`config.mk`:
```
export PLATFORM = sky130hd
export DESIGN_NAME = ring_zone_motion_lighting_unit
export DESIGN_NICKNAME = d
export VERILOG_FILES = /design/src/design/rzml_pkg.sv /design/src/design/rzml_cell.sv /design/src/design/rzml_ctrl.sv /design/src/design/ring_zone_motion_lighting_unit.sv
export SDC_FILE = /design/constraint.sdc
export NUM_CORES = 1
export LEC_CHECK = 0
export BUFFER_PORTS_ARGS = -buffer_cell sky130_fd_sc_hd__buf_2
export CELL_PAD_IN_SITES_DETAIL_PLACEMENT = 1
export CELL_PAD_IN_SITES_GLOBAL_PLACEMENT = 1
export CORE_MARGIN = 3
export CORE_UTILIZATION = 40
export DETAILED_ROUTE_END_ITERATION = 8
export GPL_TIMING_DRIVEN = 0
export HOLD_SLACK_MARGIN = 0.12
export PLACE_DENSITY_LB_ADDON = 0.1
export RECOVER_POWER = 100
export SLEW_MARGIN = 10
export SYNTH_ARGS = -nofsm -noshare
export SYNTH_HDL_FRONTEND = slang
export SYNTH_SLANG_ARGS = --single-unit
```
`constraint.sdc`:
```
create_clock -name clk -period 9.1 [get_ports clk]
set_input_delay 1.82 -clock clk [delete_from_list [all_inputs] [get_ports clk]]
set_output_delay 1.82 -clock clk [all_outputs]
set_load 0.05 [all_outputs]
```
`src/design/rzml_pkg.sv`:
```
// Shared types, constants and helpers for the ring zone motion lighting block.
package rzml_pkg;

  localparam int ZONES_DEF  = 12;
  localparam int SENSOR_W   = 12;
  localparam int MODE_W     = 2;
  localparam int TIMEOUT_W  = 16;
  localparam int LEVEL_W    = 7;
  localparam int INDEX_W    = 4;
  localparam int CFG_IDX_W  = 2;
  localparam int CFG_DATA_W = 16;

  localparam logic [LEVEL_W-1:0] LEVEL_FULL = 7'd100;

  localparam logic [MODE_W-1:0] MODE_INIT   = 2'd0;
  localparam logic [MODE_W-1:0] MODE_CHECK  = 2'd1;
  localparam logic [MODE_W-1:0] MODE_ACTION = 2'd2;
  localparam logic [MODE_W-1:0] MODE_DEINIT = 2'd3;

  localparam logic [CFG_IDX_W-1:0] CFG_TIMEOUT = 2'd0;
  localparam logic [CFG_IDX_W-1:0] CFG_LEVEL1  = 2'd1;
  localparam logic [CFG_IDX_W-1:0] CFG_LEVEL2  = 2'd2;
  localparam logic [CFG_IDX_W-1:0] CFG_LEVEL3  = 2'd3;

  localparam logic [TIMEOUT_W-1:0] TIMEOUT_RST = 16'd200;
  localparam logic [LEVEL_W-1:0]   LEVEL1_RST  = 7'd50;
  localparam logic [LEVEL_W-1:0]   LEVEL2_RST  = 7'd25;
  localparam logic [LEVEL_W-1:0]   LEVEL3_RST  = 7'd10;

  typedef struct packed {
    logic [MODE_W-1:0]   mode;
    logic [SENSOR_W-1:0] sensor_bits;
  } in_item_t;

  typedef struct packed {
    logic [INDEX_W-1:0] zone_index;
    logic [LEVEL_W-1:0] level;
    logic               last;
  } out_item_t;

  typedef struct packed {
    logic [LEVEL_W-1:0] d1;
    logic [LEVEL_W-1:0] d2;
    logic [LEVEL_W-1:0] d3;
  } lvl_cfg_t;

  // controls broadcast from the sequencer to every cell
  typedef struct packed {
    logic clear;
    logic start;
    logic tick;
    logic load;
    logic zero;
    logic shift;
  } ctl_t;

  typedef enum logic [1:0] {
    ST_IDLE,
    ST_WALK,
    ST_TICK,
    ST_EMIT
  } state_t;

  function automatic logic [LEVEL_W-1:0] cap_level(input logic [LEVEL_W-1:0] v);
    return (v > LEVEL_FULL) ? LEVEL_FULL : v;
  endfunction

endpackage

```
`src/design/rzml_cell.sv`:
```
// One ring zone: sensor history, active flag, countdown and level shift stage.
module rzml_cell (
  input  logic                          clk,
  input  logic                          rst_n,
  input  rzml_pkg::ctl_t                ctl,
  input  logic                          tok_in,
  input  logic                          samp_in,
  input  logic                          clr_l,
  input  logic                          clr_r,
  input  logic                          near1,
  input  logic                          near2,
  input  logic                          near3,
  input  logic [rzml_pkg::LEVEL_W-1:0]  lvl_in,
  input  logic [rzml_pkg::TIMEOUT_W-1:0] timeout,
  input  rzml_pkg::lvl_cfg_t            lvl_cfg,
  output logic                          tok,
  output logic                          act,
  output logic                          rise_evt,
  output logic [rzml_pkg::LEVEL_W-1:0]  lvl
);
  import rzml_pkg::*;

  logic                 tok_r;
  logic                 samp_r, samp_nxt;
  logic                 prev_r, prev_nxt;
  logic                 act_r, act_nxt;
  logic [TIMEOUT_W-1:0] cd_r, cd_nxt;
  logic [LEVEL_W-1:0]   lvl_r, lvl_nxt;
  logic                 rise, fall;
  logic [LEVEL_W-1:0]   lvl_calc;

  assign rise = tok_r & samp_r & ~prev_r;
  assign fall = tok_r & ~samp_r & prev_r;

  always_comb begin
    if (act_r) begin
      lvl_calc = LEVEL_FULL;
    end else if (near1) begin
      lvl_calc = cap_level(lvl_cfg.d1);
    end else if (near2) begin
      lvl_calc = cap_level(lvl_cfg.d2);
    end else if (near3) begin
      lvl_calc = cap_level(lvl_cfg.d3);
    end else begin
      lvl_calc = '0;
    end
  end

  always_comb begin
    samp_nxt = ctl.start ? samp_in : samp_r;
    prev_nxt = prev_r;
    act_nxt  = act_r;
    cd_nxt   = cd_r;
    if (ctl.clear) begin
      prev_nxt = 1'b0;
      act_nxt  = 1'b0;
      cd_nxt   = '0;
    end else if (ctl.tick) begin
      if (cd_r != '0) begin
        if (cd_r == TIMEOUT_W'(1)) begin
          act_nxt = 1'b0;
        end
        cd_nxt = cd_r - TIMEOUT_W'(1);
      end
    end else begin
      if (tok_r) begin
        prev_nxt = samp_r;
      end
      if (rise) begin
        act_nxt = 1'b1;
      end else if (clr_l | clr_r) begin
        act_nxt = 1'b0;
      end
      if (fall && act_r) begin
        cd_nxt = timeout;
      end
    end
    if (ctl.load) begin
      lvl_nxt = ctl.zero ? '0 : lvl_calc;
    end else if (ctl.shift) begin
      lvl_nxt = lvl_in;
    end else begin
      lvl_nxt = lvl_r;
    end
  end

  always_ff @(posedge clk) begin
    if (!rst_n) begin
      tok_r  <= 1'b0;
      prev_r <= 1'b0;
      act_r  <= 1'b0;
      cd_r   <= '0;
    end else begin
      tok_r  <= tok_in;
      prev_r <= prev_nxt;
      act_r  <= act_nxt;
      cd_r   <= cd_nxt;
    end
  end

  always_ff @(posedge clk) begin
    samp_r <= samp_nxt;
    lvl_r  <= lvl_nxt;
  end

  assign tok      = tok_r;
  assign act      = act_r;
  assign rise_evt = rise;
  assign lvl      = lvl_r;

endmodule

```
`src/design/rzml_ctrl.sv`:
```
// Sequencer: mode decode, enable flag, zone walk and result emission counter.
module rzml_ctrl #(
  parameter int ZONES = rzml_pkg::ZONES_DEF
) (
  input  logic                         clk,
  input  logic                         rst_n,
  input  logic                         in_valid,
  input  logic [rzml_pkg::MODE_W-1:0]  in_mode,
  output logic                         in_stall,
  output logic                         out_valid,
  input  logic                         out_stall,
  output logic [$clog2(ZONES)-1:0]     cnt,
  output rzml_pkg::ctl_t               ctl
);
  import rzml_pkg::*;

  localparam int CW = $clog2(ZONES);
  localparam logic [CW-1:0] LAST_IDX = CW'(ZONES - 1);

  state_t        state_r, state_nxt;
  logic [CW-1:0] cnt_r, cnt_nxt;
  logic          en_r, en_nxt;

  always_comb begin
    state_nxt = state_r;
    cnt_nxt   = cnt_r;
    en_nxt    = en_r;
    ctl       = '0;
    in_stall  = 1'b1;
    out_valid = 1'b0;
    case (state_r)
      ST_IDLE: begin
        in_stall = 1'b0;
        if (in_valid) begin
          case (in_mode)
            MODE_INIT: begin
              ctl.clear = 1'b1;
              en_nxt    = 1'b1;
            end
            MODE_CHECK: begin
              if (en_r) begin
                ctl.start = 1'b1;
                cnt_nxt   = '0;
                state_nxt = ST_WALK;
              end
            end
            MODE_ACTION: begin
              if (en_r) begin
                ctl.load  = 1'b1;
                cnt_nxt   = '0;
                state_nxt = ST_EMIT;
              end
            end
            MODE_DEINIT: begin
              en_nxt    = 1'b0;
              ctl.load  = 1'b1;
              ctl.zero  = 1'b1;
              cnt_nxt   = '0;
              state_nxt = ST_EMIT;
            end
            default: begin
            end
          endcase
        end
      end
      ST_WALK: begin
        if (cnt_r == LAST_IDX) begin
          state_nxt = ST_TICK;
        end else begin
          cnt_nxt = cnt_r + CW'(1);
        end
      end
      ST_TICK: begin
        ctl.tick  = 1'b1;
        state_nxt = ST_IDLE;
      end
      ST_EMIT: begin
        out_valid = 1'b1;
        if (!out_stall) begin
          ctl.shift = 1'b1;
          if (cnt_r == LAST_IDX) begin
            state_nxt = ST_IDLE;
          end else begin
            cnt_nxt = cnt_r + CW'(1);
          end
        end
      end
      default: begin
        state_nxt = ST_IDLE;
      end
    endcase
  end

  always_ff @(posedge clk) begin
    if (!rst_n) begin
      state_r <= ST_IDLE;
      cnt_r   <= '0;
      en_r    <= 1'b0;
    end else begin
      state_r <= state_nxt;
      cnt_r   <= cnt_nxt;
      en_r    <= en_nxt;
    end
  end

  assign cnt = cnt_r;

  a_walk_range: assert property (@(posedge clk) disable iff (!rst_n)
    (state_r == ST_WALK) |-> (cnt_r <= LAST_IDX))
    else $error("zone walk index out of range");

  a_check_start: assert property (@(posedge clk) disable iff (!rst_n)
    (state_r == ST_IDLE && in_valid && in_mode == MODE_CHECK && en_r)
    |=> (state_r == ST_WALK && cnt_r == '0))
    else $error("check transaction did not start the walk at zone zero");

  a_tick_after_walk: assert property (@(posedge clk) disable iff (!rst_n)
    (state_r == ST_TICK) |-> ($past(state_r) == ST_WALK))
    else $error("countdown tick without a completed walk");

  a_emit_done: assert property (@(posedge clk) disable iff (!rst_n)
    (state_r == ST_EMIT && !out_stall && cnt_r == LAST_IDX) |=> (state_r == ST_IDLE))
    else $error("emission did not end after the final zone");

endmodule

```
`src/design/ring_zone_motion_lighting_unit.sv`:
```
// Top level of the ring zone motion lighting block: config registers and cell ring.
//
// Input channel (in_valid / in_stall / in_data): one transaction carries a mode
// and a sensor sample. Init clears the zone state and enables the block. Check
// walks the ring one zone per cycle, passing a token from cell to cell, then
// applies the countdown tick. Check and action are ignored while disabled.
// Action and deinit load every cell's level at once and shift the chain toward
// zone zero, one result transaction per cycle while out_stall is low on the
// output channel (out_valid / out_stall / out_data), ZONES results, last set
// on the final one. in_stall is high while a check (its walk or countdown
// tick) or an emission is in progress.
// A stalled output holds its result and freezes the level chain.
// Config (cfg_we / cfg_idx / cfg_data) writes one register per cycle, no wait;
// write only while idle.
// Reset (rst_n low, synchronous): block disabled, zone state cleared, config
// registers back to their defaults.
module ring_zone_motion_lighting_unit #(
  parameter int ZONES = rzml_pkg::ZONES_DEF
) (
  input  logic                            clk,
  input  logic                            rst_n,
  input  logic                            in_valid,
  output logic                            in_stall,
  input  rzml_pkg::in_item_t              in_data,
  output logic                            out_valid,
  input  logic                            out_stall,
  output rzml_pkg::out_item_t             out_data,
  input  logic                            cfg_we,
  input  logic [rzml_pkg::CFG_IDX_W-1:0]  cfg_idx,
  input  logic [rzml_pkg::CFG_DATA_W-1:0] cfg_data
);
  import rzml_pkg::*;

  localparam int CW = $clog2(ZONES);
  localparam logic [CW-1:0] LAST_IDX = CW'(ZONES - 1);

  logic [TIMEOUT_W-1:0] timeout_r;
  lvl_cfg_t             lvl_cfg_r;

  ctl_t                 ctl;
  logic [CW-1:0]        cnt;
  logic [ZONES-1:0]     tok_w, act_w, rise_w;
  logic [LEVEL_W-1:0]   lvl_w [ZONES];

  always_ff @(posedge clk) begin
    if (!rst_n) begin
      timeout_r    <= TIMEOUT_RST;
      lvl_cfg_r.d1 <= LEVEL1_RST;
      lvl_cfg_r.d2 <= LEVEL2_RST;
      lvl_cfg_r.d3 <= LEVEL3_RST;
    end else if (cfg_we) begin
      case (cfg_idx)
        CFG_TIMEOUT: timeout_r    <= cfg_data;
        CFG_LEVEL1:  lvl_cfg_r.d1 <= cfg_data[LEVEL_W-1:0];
        CFG_LEVEL2:  lvl_cfg_r.d2 <= cfg_data[LEVEL_W-1:0];
        CFG_LEVEL3:  lvl_cfg_r.d3 <= cfg_data[LEVEL_W-1:0];
        default: begin
        end
      endcase
    end
  end

  rzml_ctrl #(
    .ZONES(ZONES)
  ) u_ctrl (
    .clk      (clk),
    .rst_n    (rst_n),
    .in_valid (in_valid),
    .in_mode  (in_data.mode),
    .in_stall (in_stall),
    .out_valid(out_valid),
    .out_stall(out_stall),
    .cnt      (cnt),
    .ctl      (ctl)
  );

  for (genvar k = 0; k < ZONES; k++) begin : g_cell
    localparam int L1 = (k + ZONES - 1) % ZONES;
    localparam int L2 = (k + ZONES - 2) % ZONES;
    localparam int L3 = (k + ZONES - 3) % ZONES;
    localparam int R1 = (k + 1) % ZONES;
    localparam int R2 = (k + 2) % ZONES;
    localparam int R3 = (k + 3) % ZONES;

    logic               tok_in;
    logic               samp_in;
    logic [LEVEL_W-1:0] lvl_in;

    if (k == 0) begin : g_head
      assign tok_in = ctl.start;
    end else begin : g_body
      assign tok_in = tok_w[k-1];
    end

    if (k < SENSOR_W) begin : g_sense
      assign samp_in = in_data.sensor_bits[k];
    end else begin : g_nosense
      assign samp_in = 1'b0;
    end

    if (k == ZONES - 1) begin : g_tail
      assign lvl_in = '0;
    end else begin : g_link
      assign lvl_in = lvl_w[k+1];
    end

    rzml_cell u_cell (
      .clk     (clk),
      .rst_n   (rst_n),
      .ctl     (ctl),
      .tok_in  (tok_in),
      .samp_in (samp_in),
      .clr_l   (rise_w[L1]),
      .clr_r   (rise_w[R1]),
      .near1   (act_w[L1] | act_w[R1]),
      .near2   (act_w[L2] | act_w[R2]),
      .near3   (act_w[L3] | act_w[R3]),
      .lvl_in  (lvl_in),
      .timeout (timeout_r),
      .lvl_cfg (lvl_cfg_r),
      .tok     (tok_w[k]),
      .act     (act_w[k]),
      .rise_evt(rise_w[k]),
      .lvl     (lvl_w[k])
    );
  end

  assign out_data.zone_index = INDEX_W'(cnt);
  assign out_data.level      = lvl_w[0];
  assign out_data.last       = (cnt == LAST_IDX);

  a_one_token: assert property (@(posedge clk) disable iff (!rst_n)
    $onehot0(tok_w))
    else $error("more than one zone holds the walk token");

  a_token_at_index: assert property (@(posedge clk) disable iff (!rst_n)
    (tok_w != '0) |-> tok_w[cnt])
    else $error("walk token not at the sequencer zone index");

  a_rise_single: assert property (@(posedge clk) disable iff (!rst_n)
    $onehot0(rise_w))
    else $error("more than one rising zone in one cycle");

endmodule

```
==> impl_metrics.toml <==
[floorplan]
die_height_um = 237
die-area_um2 = 56300
row_count = 84
start_util_pct = 40.6
io_pins = 51
dieWidth_um = 237
core_um2 = 52800

[power_and_ir_drop]
p_leak_nw = 8.49
p_seq_share_pct = 40.7
comb_power_share_pct = 17.1
clkPwrFrac_pct = 42.2
intPower_w = 0.00299
ir_worst_vdd_mv = 0.148
switchingPower_w = 0.00138
power_density_nw_per_um2 = 182
sw_frac_of_total_pct = 31.5

[worst_hold_path]
min_path_type = "reg -> reg"
hold_depth = 2

[setup_path]
critical_path.max_fanout = 30
critPathArrivalTime_ns = 6.13
crit_required_ns = 9.38
rrSetupSlack_ns = 4.14
startpoint = "in_valid"
r2r-start = "u_ctrl.state_r[1]"
crit_path_end_kind = "register"
worstSetupStartpointType = "input port"
crit_path_end = "g_cell[7].u_cell.lvl[2]"
r2r_end = "g_cell[7].u_cell.lvl[2]"
r2r_cells = 8
critPathKind = "in -> reg"

[timing]
tightest_slew_ns = 1.58
finalSetupViolations = 0
max_freq_mhz = 171
max_slew_margin_pct = -5.01
finalHoldViolCount = 0
hold_ws_ns = 0.450
drv_slew = 24
finalCritPeriodShare_pct = 64.3
clock-skew-final_ns = 0.0286
grt_setup_unrepaired = "false"
min_period_ns = 5.85
setup_ws_ns = 3.25

[run_status]
outcome = "finished with violations"
violations = "max-capacitance violations, max-slew violations"

[global_routing]
grtUsageTotal_pct = 36.6
antenna_found_initial = 4
grt_pass1_wl_um = 155000
overflow = 0
grt_pass1_vias = 23600
grt_start_max_net_pins = 31

[layout]
utilization_pct = 45.4
syn2layout_area_growth_pct = 12.0
nFillCells = 6460
drive_above_1_share_pct = 7.74
final_common_cell = "nand2_1"
final_cell_count_no_fill = 3571
multi_input_area_um2 = 12000
mostFrequentLayoutCells = "nand2_1, o21ai_0, nor2_1"
seqCellArea_um2 = 8330
nets = 2923

[clock_tree]
post_cts_buffers = 0
root_buffer = "clkbuf_16"
cts_tree = "built"
path_clk_slew_ns = 0.06
numCtsBuffers = 46
htree_levels = 2
worstSkewPairLatency_ns = 0.60
cts_resized = 0
ctsLongestPathBuffers = 3
ctsHoldBuffers = 0
cts_sinks = 368

[yosys]
synth_cell_types = 86
synth.avg_cell_area_um2 = 7.80
synth_edf_count = 96
synthFlopType = "dfxtp_1"
syn-num-nets = 2822
yosysWarnings = 0
synthesis.area_um2 = 21400
async_flop_share_pct = 0
synth-seq-cells = 368
synth-seq-area-share_pct = 38.9
synth_cells = 2744

[placement]
io_buffers = 49
place_hpwl_um = 76800
pre_cts_ws_ns = 4.19
placedCellCount = 3485
gp_congestion = 0.992

[route]
viasPerCell = 6.62
drt_iter0_markers = 2092
firstDrtPassIters = 5
drc_errors = 0
wirelength_um = 107000
wl_per_cell_um = 29.9
detail-route-antenna-nets = 0
num_vias = 23600

[run]
drv_cap = 2
## sequential cells by signal (all words and copies together) (netlist names), 12 cells and up
| name | count |
|---|---|
| g_cell.u_cell.act | 12 |
| g_cell.u_cell.cd_r | 192 |
| g_cell.u_cell.lvl | 84 |
| g_cell.u_cell.prev_r | 12 |
| g_cell.u_cell.samp_r | 12 |
| g_cell.u_cell.tok | 12 |
| lvl_cfg_r | 21 |
| timeout_r | 16 |
## synth_stat cells (19+ instances only)
| library cell | count | area share [%] |
|---|---|---|
| o31ai_1 | 23 | 0.81 |
| o22ai_1 | 19 | 0.56 |
| or3_1 | 26 | 0.76 |
| edfxtp_1 | 96 | 13 |
| nor3_1 | 111 | 2.6 |
| buf_1 | 21 | 0.37 |
| inv_1 | 53 | 0.93 |
| mux2i_1 | 36 | 1.7 |
| nor4_1 | 48 | 1.4 |
| ha_1 | 41 | 2.4 |
| a211oi_1 | 62 | 2.2 |
| o211ai_1 | 21 | 0.74 |
| clkbuf_1 | 146 | 2.6 |
| a31o_2 | 25 | 1.0 |
| nand2_1 | 329 | 5.8 |
| o21ai_0 | 313 | 7.3 |
| dfxtp_1 | 272 | 25 |
| buf_2 | 45 | 1.1 |
| nor3b_1 | 21 | 0.74 |
| and2_1 | 45 | 1.3 |
| or2_2 | 20 | 0.58 |
| a21oi_1 | 279 | 6.5 |
| nand3_1 | 47 | 1.1 |
| a31oi_1 | 71 | 2.1 |
| nor2_1 | 280 | 4.9 |
| a22o_1 | 20 | 0.82 |
## worst min-delay path by stage
stage                         startpoint                         to  slack, ns
2_1_floorplan  g_cell[5].u_cell.cd_r[10]  g_cell[5].u_cell.cd_r[10]       0.43
3_3_place_gp   g_cell[5].u_cell.cd_r[10]  g_cell[5].u_cell.cd_r[10]       0.45
3_5_place_dp                lvl_cfg_r[0]               lvl_cfg_r[0]       0.44
4_1_cts                     lvl_cfg_r[0]               lvl_cfg_r[0]       0.45
5_1_grt                     lvl_cfg_r[0]               lvl_cfg_r[0]       0.48
6_report                    lvl_cfg_r[0]               lvl_cfg_r[0]       0.45
## metal layers
| metal | global-route usage [%] | wire length (µm) | up-vias |
|---|---|---|---|
| li1 | - | - | 10300 |
| met1 | 44.7 | 41900 | 11700 |
| met2 | 60.7 | 48900 | 1220 |
| met3 | 6.15 | 8310 | 402 |
| met4 | 22.5 | 7520 | 6 |
| met5 | 0 | 74 | - |
## worst max-delay path: stages
cell      delay, ns
clkbuf_1       0.12
nor3b_1        0.68
nand2_1        0.62
clkbuf_1       0.38
clkbuf_1       0.40
o21ai_0        0.68
clkbuf_1       1.10
buf_12         0.29
## final cells by class
cell class,count,share of cell area (%)
diodes,2,0.0209
plain buffers,218,3.72
clock buffers,75,5.80
clock inverters,9,0.324
inverters,53,0.830
multi-input cells,2105,49.9
flip-flops and latches,368,34.7
well taps,688,3.59
repair buffers,53,1.11
## power groups by stage
stage	registers (W)	clock network, W	logic (W)
CTS	0.00178	0.00186	0.000724
floorplan	0.00181	0	0.000425
global placement	0.00182	0	0.000702
global route	0.00178	0.00192	0.000783
detailed placement	0.00181	0	0.000721
finish	0.00178	0.00184	0.000745
## cell families after synthesis
family / after synthesis / share of synthesized area, %
AO/OA/AOI/OAI: 972 / 27.8
flip-flops: 368 / 38.9
multiplexers: 39 / 1.84
adder cells (fa/ha/maj): 41 / 2.40
buffers and inverters: 271 / 5.16
AND/OR/NAND/NOR: 1053 / 23.9
## per-stage QoR
step | TNS, ns | total power (W) | area [µm²]
5_1_grt | 0 | 0.00449 | 24000
3_5_place_dp | 0 | 0.00253 | 22600
3_3_place_gp | -187.56 | 0.00252 | 22500
2_1_floorplan | 0 | 0.00223 | 21400
4_1_cts | 0 | 0.00436 | 24100
6_report | 0 | 0.00437 | 24000
Note: power is estimated with default switching activity, not from simulation.
